<file path="src/design/fatan2_pkg.sv">
// Shared types and constants for the fast_atan2_degrees pipeline.
// Holds the degree-scaled Q16 arctangent coefficients and the product rounding helper.
// No dependencies.
`default_nettype none

package fatan2_pkg;

    localparam int RATIO_W = 16;                   // Q0.16 ratio width
    localparam int QUO_W   = RATIO_W + 1;          // raw quotient, one guard bit
    localparam int COEF_W  = 22;                   // widest Horner partial value
    localparam int ANG_W   = 25;                   // Q16 angle up to 360 degrees

    localparam logic [RATIO_W:0] HALF16 = 17'd32768;

    // Odd 7th-order arctangent coefficients in degrees, Q16 magnitudes.
    localparam logic [COEF_W-1:0] COEF_P1 = 22'd3754140;
    localparam logic [COEF_W-1:0] COEF_P3 = 22'd1223390;
    localparam logic [COEF_W-1:0] COEF_P5 = 22'd584188;
    localparam logic [COEF_W-1:0] COEF_P7 = 22'd166449;

    localparam logic [ANG_W-1:0] DEG90_Q16  = 25'd5898240;
    localparam logic [ANG_W-1:0] DEG180_Q16 = 25'd11796480;
    localparam logic [ANG_W-1:0] DEG360_Q16 = 25'd23592960;

    typedef struct packed {
        logic zero;    // both inputs zero
        logic swap;    // |y| > |x|, reflect about 90 degrees
        logic neg_x;
        logic neg_y;
    } oct_flags_t;

    // Q16 product rounded half up back to Q16.
    function automatic logic [COEF_W-1:0] mul_q16(input logic [COEF_W-1:0] a,
                                                  input logic [RATIO_W-1:0] b);
        logic [COEF_W+RATIO_W:0] p;
        p = ({{(RATIO_W+1){1'b0}}, a} * {{(COEF_W+1){1'b0}}, b})
            + {{(COEF_W){1'b0}}, HALF16};
        return p[COEF_W+RATIO_W-1:RATIO_W];
    endfunction

endpackage

`default_nettype wire

</file>
<file path="src/design/fast_atan2_degrees.sv">
// Top level of the gradient-direction unit: atan2(dy, dx) in degrees, Q9.F output.
// Depends on fatan2_pkg for coefficients, angle constants and the Q16 product helper.
`default_nettype none

//  channel   ports                          direction  meaning
//  -------   -----------------------------  ---------  -------------------------------
//  input     s_valid s_ready s_grad_y/x     in         signed gradient pair, IN_WIDTH
//  result    m_valid m_ready m_angle_deg    out        angle, 0..360 deg, F frac bits
//
//  From an input transfer to m_valid a pair passes 1 magnitude stage, 1 sort and
//  numerator stage, 17 restoring divider stages (one quotient bit each), 5 stages
//  for the Horner chain (one multiplier each), and 2 octant reflection and rounding
//  stages. One pair is taken every cycle while the result side takes results.
//  The whole pipeline advances on one enable; it holds when the last stage is full
//  and m_ready is low, and bubbles inside still advance behind an empty last stage.
//  Reset (aresetn low, synchronous) clears only the valid bits.

module fast_atan2_degrees #(
    parameter int IN_WIDTH        = 16,
    parameter int ANGLE_FRAC_BITS = 6
) (
    input  wire                            aclk,
    input  wire                            aresetn,
    input  wire                            s_valid,
    output logic                           s_ready,
    input  wire  [IN_WIDTH-1:0]            s_grad_y,
    input  wire  [IN_WIDTH-1:0]            s_grad_x,
    output logic                           m_valid,
    input  wire                            m_ready,
    output logic [9+ANGLE_FRAC_BITS-1:0]   m_angle_deg
);

    localparam int W       = IN_WIDTH;
    localparam int OUT_W   = 9 + ANGLE_FRAC_BITS;
    localparam int SH      = 16 - ANGLE_FRAC_BITS;
    localparam int DIV_N   = fatan2_pkg::QUO_W;
    localparam int NSTAGE  = 2 + DIV_N + 7;
    localparam int CW      = fatan2_pkg::COEF_W;
    localparam int RW      = fatan2_pkg::RATIO_W;
    localparam int AW      = fatan2_pkg::ANG_W;

    localparam logic [AW:0] RND_HALF = (AW+1)'(1) << (SH - 1);

    // Valid bits and the shared enable.
    logic [NSTAGE-1:0] vld_reg, vld_next;
    logic              adv;

    assign adv     = !vld_reg[NSTAGE-1] || m_ready;
    assign s_ready = adv;
    assign m_valid = vld_reg[NSTAGE-1];

    always_comb begin
        vld_next = {vld_reg[NSTAGE-2:0], s_valid};
    end

    always_ff @(posedge aclk) begin
        if (!aresetn) begin
            vld_reg <= '0;
        end else if (adv) begin
            vld_reg <= vld_next;
        end
    end

    // Stage A: magnitudes and signs.
    logic [W-1:0] ay_reg, ay_next, ax_reg, ax_next;
    logic         ny_reg, ny_next, nx_reg, nx_next;

    always_comb begin
        ny_next = s_grad_y[W-1];
        nx_next = s_grad_x[W-1];
        ay_next = ny_next ? (~s_grad_y + W'(1)) : s_grad_y;
        ax_next = nx_next ? (~s_grad_x + W'(1)) : s_grad_x;
    end

    always_ff @(posedge aclk) begin
        if (adv) begin
            ay_reg <= ay_next;
            ax_reg <= ax_next;
            ny_reg <= ny_next;
            nx_reg <= nx_next;
        end
    end

    // Stage B: sort into lo/hi, build the rounded numerator, seed the divider.
    // Divider arrays: index 0 is stage B, index k+1 is after quotient step k.
    logic [W-1:0]                  rem_reg [0:DIV_N];
    logic [W-1:0]                  hi_reg  [0:DIV_N];
    logic [DIV_N-1:0]              nlo_reg [0:DIV_N];
    logic [DIV_N-1:0]              quo_reg [0:DIV_N];
    fatan2_pkg::oct_flags_t        flg_reg [0:DIV_N];

    logic [W-1:0]           lo_b, hi_b;
    logic [W+15:0]          num_b;
    fatan2_pkg::oct_flags_t flg_next;
    logic [W-1:0]           rem0_next;
    logic [DIV_N-1:0]       nlo0_next;

    always_comb begin
        flg_next.swap  = (ax_reg < ay_reg);
        lo_b           = flg_next.swap ? ax_reg : ay_reg;
        hi_b           = flg_next.swap ? ay_reg : ax_reg;
        flg_next.zero  = (hi_b == '0);
        flg_next.neg_x = nx_reg;
        flg_next.neg_y = ny_reg;
        num_b          = {lo_b, 16'b0} + {17'b0, hi_b[W-1:1]};
        rem0_next      = {1'b0, num_b[W+15:DIV_N]};
        nlo0_next      = num_b[DIV_N-1:0];
    end

    always_ff @(posedge aclk) begin
        if (adv) begin
            rem_reg[0] <= rem0_next;
            hi_reg[0]  <= hi_b;
            nlo_reg[0] <= nlo0_next;
            quo_reg[0] <= '0;
            flg_reg[0] <= flg_next;
        end
    end

    // Restoring divider: one quotient bit per stage, MSB first.
    for (genvar k = 0; k < DIV_N; k++) begin : g_div
        logic [W:0]       trial;
        logic [W:0]       diff;
        logic             ge;
        logic [W-1:0]     rem_next;
        logic [DIV_N-1:0] quo_next;

        always_comb begin
            trial    = {rem_reg[k], nlo_reg[k][DIV_N-1]};
            diff     = trial - {1'b0, hi_reg[k]};
            ge       = (trial >= {1'b0, hi_reg[k]});
            rem_next = ge ? diff[W-1:0] : trial[W-1:0];
            quo_next = {quo_reg[k][DIV_N-2:0], ge};
        end

        always_ff @(posedge aclk) begin
            if (adv) begin
                rem_reg[k+1] <= rem_next;
                hi_reg[k+1]  <= hi_reg[k];
                nlo_reg[k+1] <= {nlo_reg[k][DIV_N-2:0], 1'b0};
                quo_reg[k+1] <= quo_next;
                flg_reg[k+1] <= flg_reg[k];
            end
        end
    end

    // Stage C: saturate the ratio, square it.
    logic [RW-1:0]          c_c_reg, c_c_next, c2_c_reg, c2_c_next;
    fatan2_pkg::oct_flags_t flg_c_reg;
    logic [CW-1:0]          sq_c;

    always_comb begin
        if (flg_reg[DIV_N].zero) begin
            c_c_next = '0;
        end else if (quo_reg[DIV_N][DIV_N-1]) begin
            c_c_next = '1;
        end else begin
            c_c_next = quo_reg[DIV_N][RW-1:0];
        end
        sq_c      = fatan2_pkg::mul_q16({{(CW-RW){1'b0}}, c_c_next}, c_c_next);
        c2_c_next = sq_c[RW-1:0];
    end

    always_ff @(posedge aclk) begin
        if (adv) begin
            c_c_reg   <= c_c_next;
            c2_c_reg  <= c2_c_next;
            flg_c_reg <= flg_reg[DIV_N];
        end
    end

    // Stages D, E, F: Horner steps on magnitudes; G: final multiply by the ratio.
    logic [CW-1:0]          u_reg, u_next, v_reg, v_next, w_reg, w_next, a_reg, a_next;
    logic [RW-1:0]          c_d_reg, c_e_reg, c_f_reg;
    logic [RW-1:0]          c2_d_reg, c2_e_reg;
    fatan2_pkg::oct_flags_t flg_d_reg, flg_e_reg, flg_f_reg, flg_g_reg;

    always_comb begin
        u_next = fatan2_pkg::COEF_P5 - fatan2_pkg::mul_q16(fatan2_pkg::COEF_P7, c2_c_reg);
        v_next = fatan2_pkg::COEF_P3 - fatan2_pkg::mul_q16(u_reg, c2_d_reg);
        w_next = fatan2_pkg::COEF_P1 - fatan2_pkg::mul_q16(v_reg, c2_e_reg);
        a_next = fatan2_pkg::mul_q16(w_reg, c_f_reg);
    end

    always_ff @(posedge aclk) begin
        if (adv) begin
            u_reg     <= u_next;
            c_d_reg   <= c_c_reg;
            c2_d_reg  <= c2_c_reg;
            flg_d_reg <= flg_c_reg;

            v_reg     <= v_next;
            c_e_reg   <= c_d_reg;
            c2_e_reg  <= c2_d_reg;
            flg_e_reg <= flg_d_reg;

            w_reg     <= w_next;
            c_f_reg   <= c_e_reg;
            flg_f_reg <= flg_e_reg;

            a_reg     <= a_next;
            flg_g_reg <= flg_f_reg;
        end
    end

    // Stage H: reflect about 90, then about 180.
    logic [AW-1:0] a1_h, ang_h_reg, ang_h_next;
    logic          ny_h_reg;

    always_comb begin
        a1_h       = flg_g_reg.swap ? (fatan2_pkg::DEG90_Q16 - AW'(a_reg)) : AW'(a_reg);
        ang_h_next = flg_g_reg.neg_x ? (fatan2_pkg::DEG180_Q16 - a1_h) : a1_h;
    end

    always_ff @(posedge aclk) begin
        if (adv) begin
            ang_h_reg <= ang_h_next;
            ny_h_reg  <= flg_g_reg.neg_y;
        end
    end

    // Stage I: reflect about 360, round half up to the output fraction bits.
    logic [AW-1:0]    a3_i;
    logic [AW:0]      rnd_i;
    logic [OUT_W-1:0] res_reg, res_next;

    always_comb begin
        a3_i     = ny_h_reg ? (fatan2_pkg::DEG360_Q16 - ang_h_reg) : ang_h_reg;
        rnd_i    = {1'b0, a3_i} + RND_HALF;
        res_next = rnd_i[SH+OUT_W-1:SH];
    end

    always_ff @(posedge aclk) begin
        if (adv) begin
            res_reg <= res_next;
        end
    end

    assign m_angle_deg = res_reg;

endmodule

`default_nettype wire

</file>
<file path="config.mk">
export PLATFORM = sky130hd
export DESIGN_NAME = fast_atan2_degrees
export DESIGN_NICKNAME = d
export VERILOG_FILES = /design/src/design/fatan2_pkg.sv /design/src/design/fast_atan2_degrees.sv
export SDC_FILE = /design/constraint.sdc
export NUM_CORES = 2
export LEC_CHECK = 0
export BUFFER_PORTS_ARGS = -buffer_cell sky130_fd_sc_hd__buf_2
export CORE_UTILIZATION = 35
export DETAILED_ROUTE_END_ITERATION = 8
export SYNTH_ARGS = -nofsm -noshare
export SYNTH_HDL_FRONTEND = slang
export SYNTH_SLANG_ARGS = --single-unit
</file>
<file path="constraint.sdc">
create_clock -name aclk -period 39.8 [get_ports aclk]
set_input_delay 0 -clock aclk [delete_from_list [all_inputs] [get_ports aclk]]
set_output_delay 0 -clock aclk [all_outputs]
set_load 0.03 [all_outputs]
</file>
==> impl_metrics.yaml <==
status:
  run_status: "completed"
worst_hold_path:
  hold_path.class: "in2reg"
  whs_path_depth: 3
  hold_path_startpoint: "s_grad_x[10]"
  hold_end: "ax_reg[10]$_DFFE_PP_"
critical_path:
  rr_startpoint: "c2_e_reg[1]$_DFFE_PP_"
  worst_path_most_repeated_cell: "sky130_fd_sc_hd__fa_1"
  end_kind: "flip-flop"
  rrSetupSlack_ns: 31.49
  crit_fanout: 22
  timing.reg2reg.worst_path_depth: 23
  worstPathCellList: "nand2_1 > fa_1 > fa_1 > fa_1 > fa_1 > inv_1 > fa_1 > inv_1 > fa_1 > inv_1 > ha_1 > nand2_1 > o21ai_0 > nor3_1 > a211oi_1 > nor2_1 > o211ai_1 > nor4_1 > nor4_1 > o21ai_0 > o32ai_1 > a21oi_1 > xnor2_1"
  critPathLaunchType: "flip-flop"
  cpPeakStageDelay_ns: 0.97
  worst_r2r_endpoint: "w_reg[21]$_DFFE_PP_"
  slowest_stage: "sky130_fd_sc_hd__edfxtp_1"
  largest_delay_share_family_worst_path: "adder cells"
  critPathBufInv: 3
  worstSetupPathType: "reg2reg"
  timing.critical_path.required_ns: 40.26
  cp_data_arrival_time_ns: 8.77
logic_synthesis:
  syn_std_cell_area_um2: 97160
  share_of_the_synthesized_area_in_compound_gates_ao_oa_aoi_oai: 0.08220
  synth-simple-area-share: 0.1268
  ys.flop_type: "sky130_fd_sc_hd__edfxtp_1"
  synthesis.yosys.warnings: 0
  synth-seq-cells: 1082
  synthXorXnorAreaFrac: 0.03029
  post_synth_inst_count: 9312
  syn_nets: 11299
  synth-seq-area-share: 0.3317
  synth_cell_types: 100
  synthMuxAreaShare: 0.01829
  synth_top_family_by_area: "adder cells"
  synth_edf_count: 1056
  synth-async-reset-ratio: 0
  avgSynthCellArea_um2: 10.43
  synth_fa_ha_area_frac: 0.3313
detailed_routing:
  drt.antenna.violating_nets: 0
  detail_route.iter0.violations: 4026
  detailroute.via_count: 64777
  post-route-drc-count: 0
  via_per_inst: 4.938
  routedWlPerCell_um: 15.94
  wirelength_mm: 209.1
  first_pass_iters: 6
finish:
  drive_gt1_frac: 0.05429
  fill_cells: 26670
  seq_area_um2: 32230
  final_common_cell: "sky130_fd_sc_hd__inv_1"
  layout_common_cells: "1756 x sky130_fd_sc_hd__inv_1, 1056 x sky130_fd_sc_hd__edfxtp_1, 1034 x sky130_fd_sc_hd__fa_1"
  finalInstanceArea_um2: 106100
  multi_input_comb_area_um2: 57250
  area_growth_syn_to_layout_pct: 9.179
  final_net_count: 11295
  largest_register_ffs: 271
placed_design:
  place_hpwl_mm: 162.5
  numPortBuffers: 52
  dp_slack_ns: 31.62
  gp_routability_congestion: 0.8764
  placedInstanceArea_um2: 101300
global_routing:
  grt_overflow: 0
  first_global_vias: 68539
  pin_count_of_the_biggest_net_entering_global_routing: 171
  grt_pass1_wl_mm: 349.1
  grt.total_usage: 0.1514
  antenna_found_initial: 2
clock_tree:
  clock_tree.htree_level_count: 3
  cts-buffers-inserted: 119
  cts_buffer_depth: 3
  cts_tree: "built"
  cts.clk_slew.worst_paths_ns: 0.07
  cts_root_buf: "sky130_fd_sc_hd__clkbuf_16"
  worst_skew_pair.late_latency_ns: 0.79
  clock_sinks: 1082
die:
  placementRows: 193
  initial_utilization: 0.3517
  die_area_um2: 279700
  die_h_um: 528.9
  top_level_ports: 53
  die_w_um: 528.9
  core_um2: 276300
timing:
  fmax_ghz: 0.1203
  setup-violations-final: 0
  final-max-slew-violation-count: 0
  tightestPinTransition_ns: 1.375
  timing_hold_violations_final: 0
  clock_skew_ns: 0.09504
  hold_slack_ns: 0.1092
  finalWorstPathRequiredPeriod_ns: 8.313
  timing.final.crit_share: 0.2089
  relSlewSlack: 0.07996
  grt_setup_unrepaired: "false"
  post-route-worst-setup-slack_ns: 31.49
  finalSetupTns_ns: 0
flow_run:
  maxCapViolations: 0
==> worst register-to-register path, cell delays in order, from the launching register on <==
cell                       delay, ns
sky130_fd_sc_hd__edfxtp_1       0.97
sky130_fd_sc_hd__nand2_1        0.20
sky130_fd_sc_hd__fa_1           0.55
sky130_fd_sc_hd__fa_1           0.48
sky130_fd_sc_hd__fa_1           0.52
sky130_fd_sc_hd__fa_1           0.55
sky130_fd_sc_hd__inv_1          0.05
sky130_fd_sc_hd__fa_1           0.47
sky130_fd_sc_hd__inv_1          0.05
sky130_fd_sc_hd__fa_1           0.48
sky130_fd_sc_hd__inv_1          0.05
sky130_fd_sc_hd__ha_1           0.35
sky130_fd_sc_hd__nand2_1        0.06
sky130_fd_sc_hd__o21ai_0        0.45
sky130_fd_sc_hd__nor3_1         0.13
sky130_fd_sc_hd__a211oi_1       0.37
sky130_fd_sc_hd__nor2_1         0.15
sky130_fd_sc_hd__o211ai_1       0.64
sky130_fd_sc_hd__nor4_1         0.11
sky130_fd_sc_hd__nor4_1         0.49
sky130_fd_sc_hd__o21ai_0        0.28
sky130_fd_sc_hd__o32ai_1        0.33
sky130_fd_sc_hd__a21oi_1        0.12
sky130_fd_sc_hd__xnor2_1        0.13
==> metrics by stage <==
| stage | util | instances |
|---|---|---|
| 6_report | 0.3840 | 13119 |
| 5_1_grt | 0.3840 | 13119 |
| 4_1_cts | 0.3840 | 13118 |
| 3_5_place_dp | 0.3667 | 12823 |
| 3_3_place_gp | 0.3667 | 12823 |
| 2_1_floorplan | - | 9312 |
==> synth_stat cells, drive strengths merged, types with 50 or more instances <==
library cell | n | area (um^2)
inv | 1756 | 6591
edfxtp | 1056 | 31710
fa | 1034 | 20700
nand2 | 1025 | 3847
ha | 917 | 11470
and2 | 452 | 2828
nor2 | 350 | 1331
o21ai | 322 | 1612
clkbuf | 254 | 953.4
a21oi | 237 | 1205
xnor2 | 208 | 1822
nand3 | 164 | 820.8
mux2 | 132 | 1486
xor2 | 128 | 1121
a21o | 108 | 812.0
a21boi | 107 | 803.3
nor3 | 103 | 520.5
nand4 | 94 | 588.1
o31ai | 78 | 600.6
nor2b | 77 | 481.7
nand2b | 65 | 406.6
o21a | 51 | 382.9
a211oi | 50 | 380.4
==> cell families after synthesis <==
| family | after synthesis |
|---|---|
| xor+xnor | 336 |
| mux | 161 |
| fa+ha+maj | 1953 |
| compound gates | 1193 |
| flops | 1082 |
| buf+inv | 2044 |
| simple gates | 2543 |
==> worst max path at each step <==
stage,start,end,slack [ns],cells after the start
after floorplan,vld_reg[25]$_SDFFE_PN0P_,a_reg[0]$_DFFE_PP_,8.30,4
after global placement,c2_e_reg[1]$_DFFE_PP_,w_reg[21]$_DFFE_PP_,31.77,23
after detailed placement,c2_e_reg[1]$_DFFE_PP_,w_reg[21]$_DFFE_PP_,31.62,23
after CTS,c2_e_reg[1]$_DFFE_PP_,w_reg[21]$_DFFE_PP_,31.51,23
after global routing,c2_e_reg[1]$_DFFE_PP_,w_reg[21]$_DFFE_PP_,30.86,23
final,c2_e_reg[1]$_DFFE_PP_,w_reg[21]$_DFFE_PP_,31.49,23
==> timing repair <==
item / CTS / global route
buffers inserted: 0 / 0
hold buffers: 69 / 0
gates resized for setup: 0 / 0
hold endpoints to repair: 60 / 0
==> layout make-up <==
type                    instances  area share
multi-input cells            6186      0.5397
repair buffers                162     0.01210
inverters                    1757     0.06224
diodes                          1  0.00002359
well taps                    3705     0.04370
flip-flops and latches       1082      0.3038
clock inverters                97    0.009955
clock buffers                 129     0.02843
==> metal layers <==
| layer | routed length, um | vias up | track usage |
|---|---|---|---|
| met5 | 0 | - | 0 |
| met1 | 90660 | 32183 | 0.1926 |
| li1 | - | 30712 | - |
| met4 | 5786 | 0 | 0.04374 |
| met2 | 103300 | 1514 | 0.2681 |
| met3 | 9338 | 368 | 0.01814 |
Power is left out: the tool's default activity adds up to more than one toggle a clock period on the data nets, which glitch-free logic cannot reach.
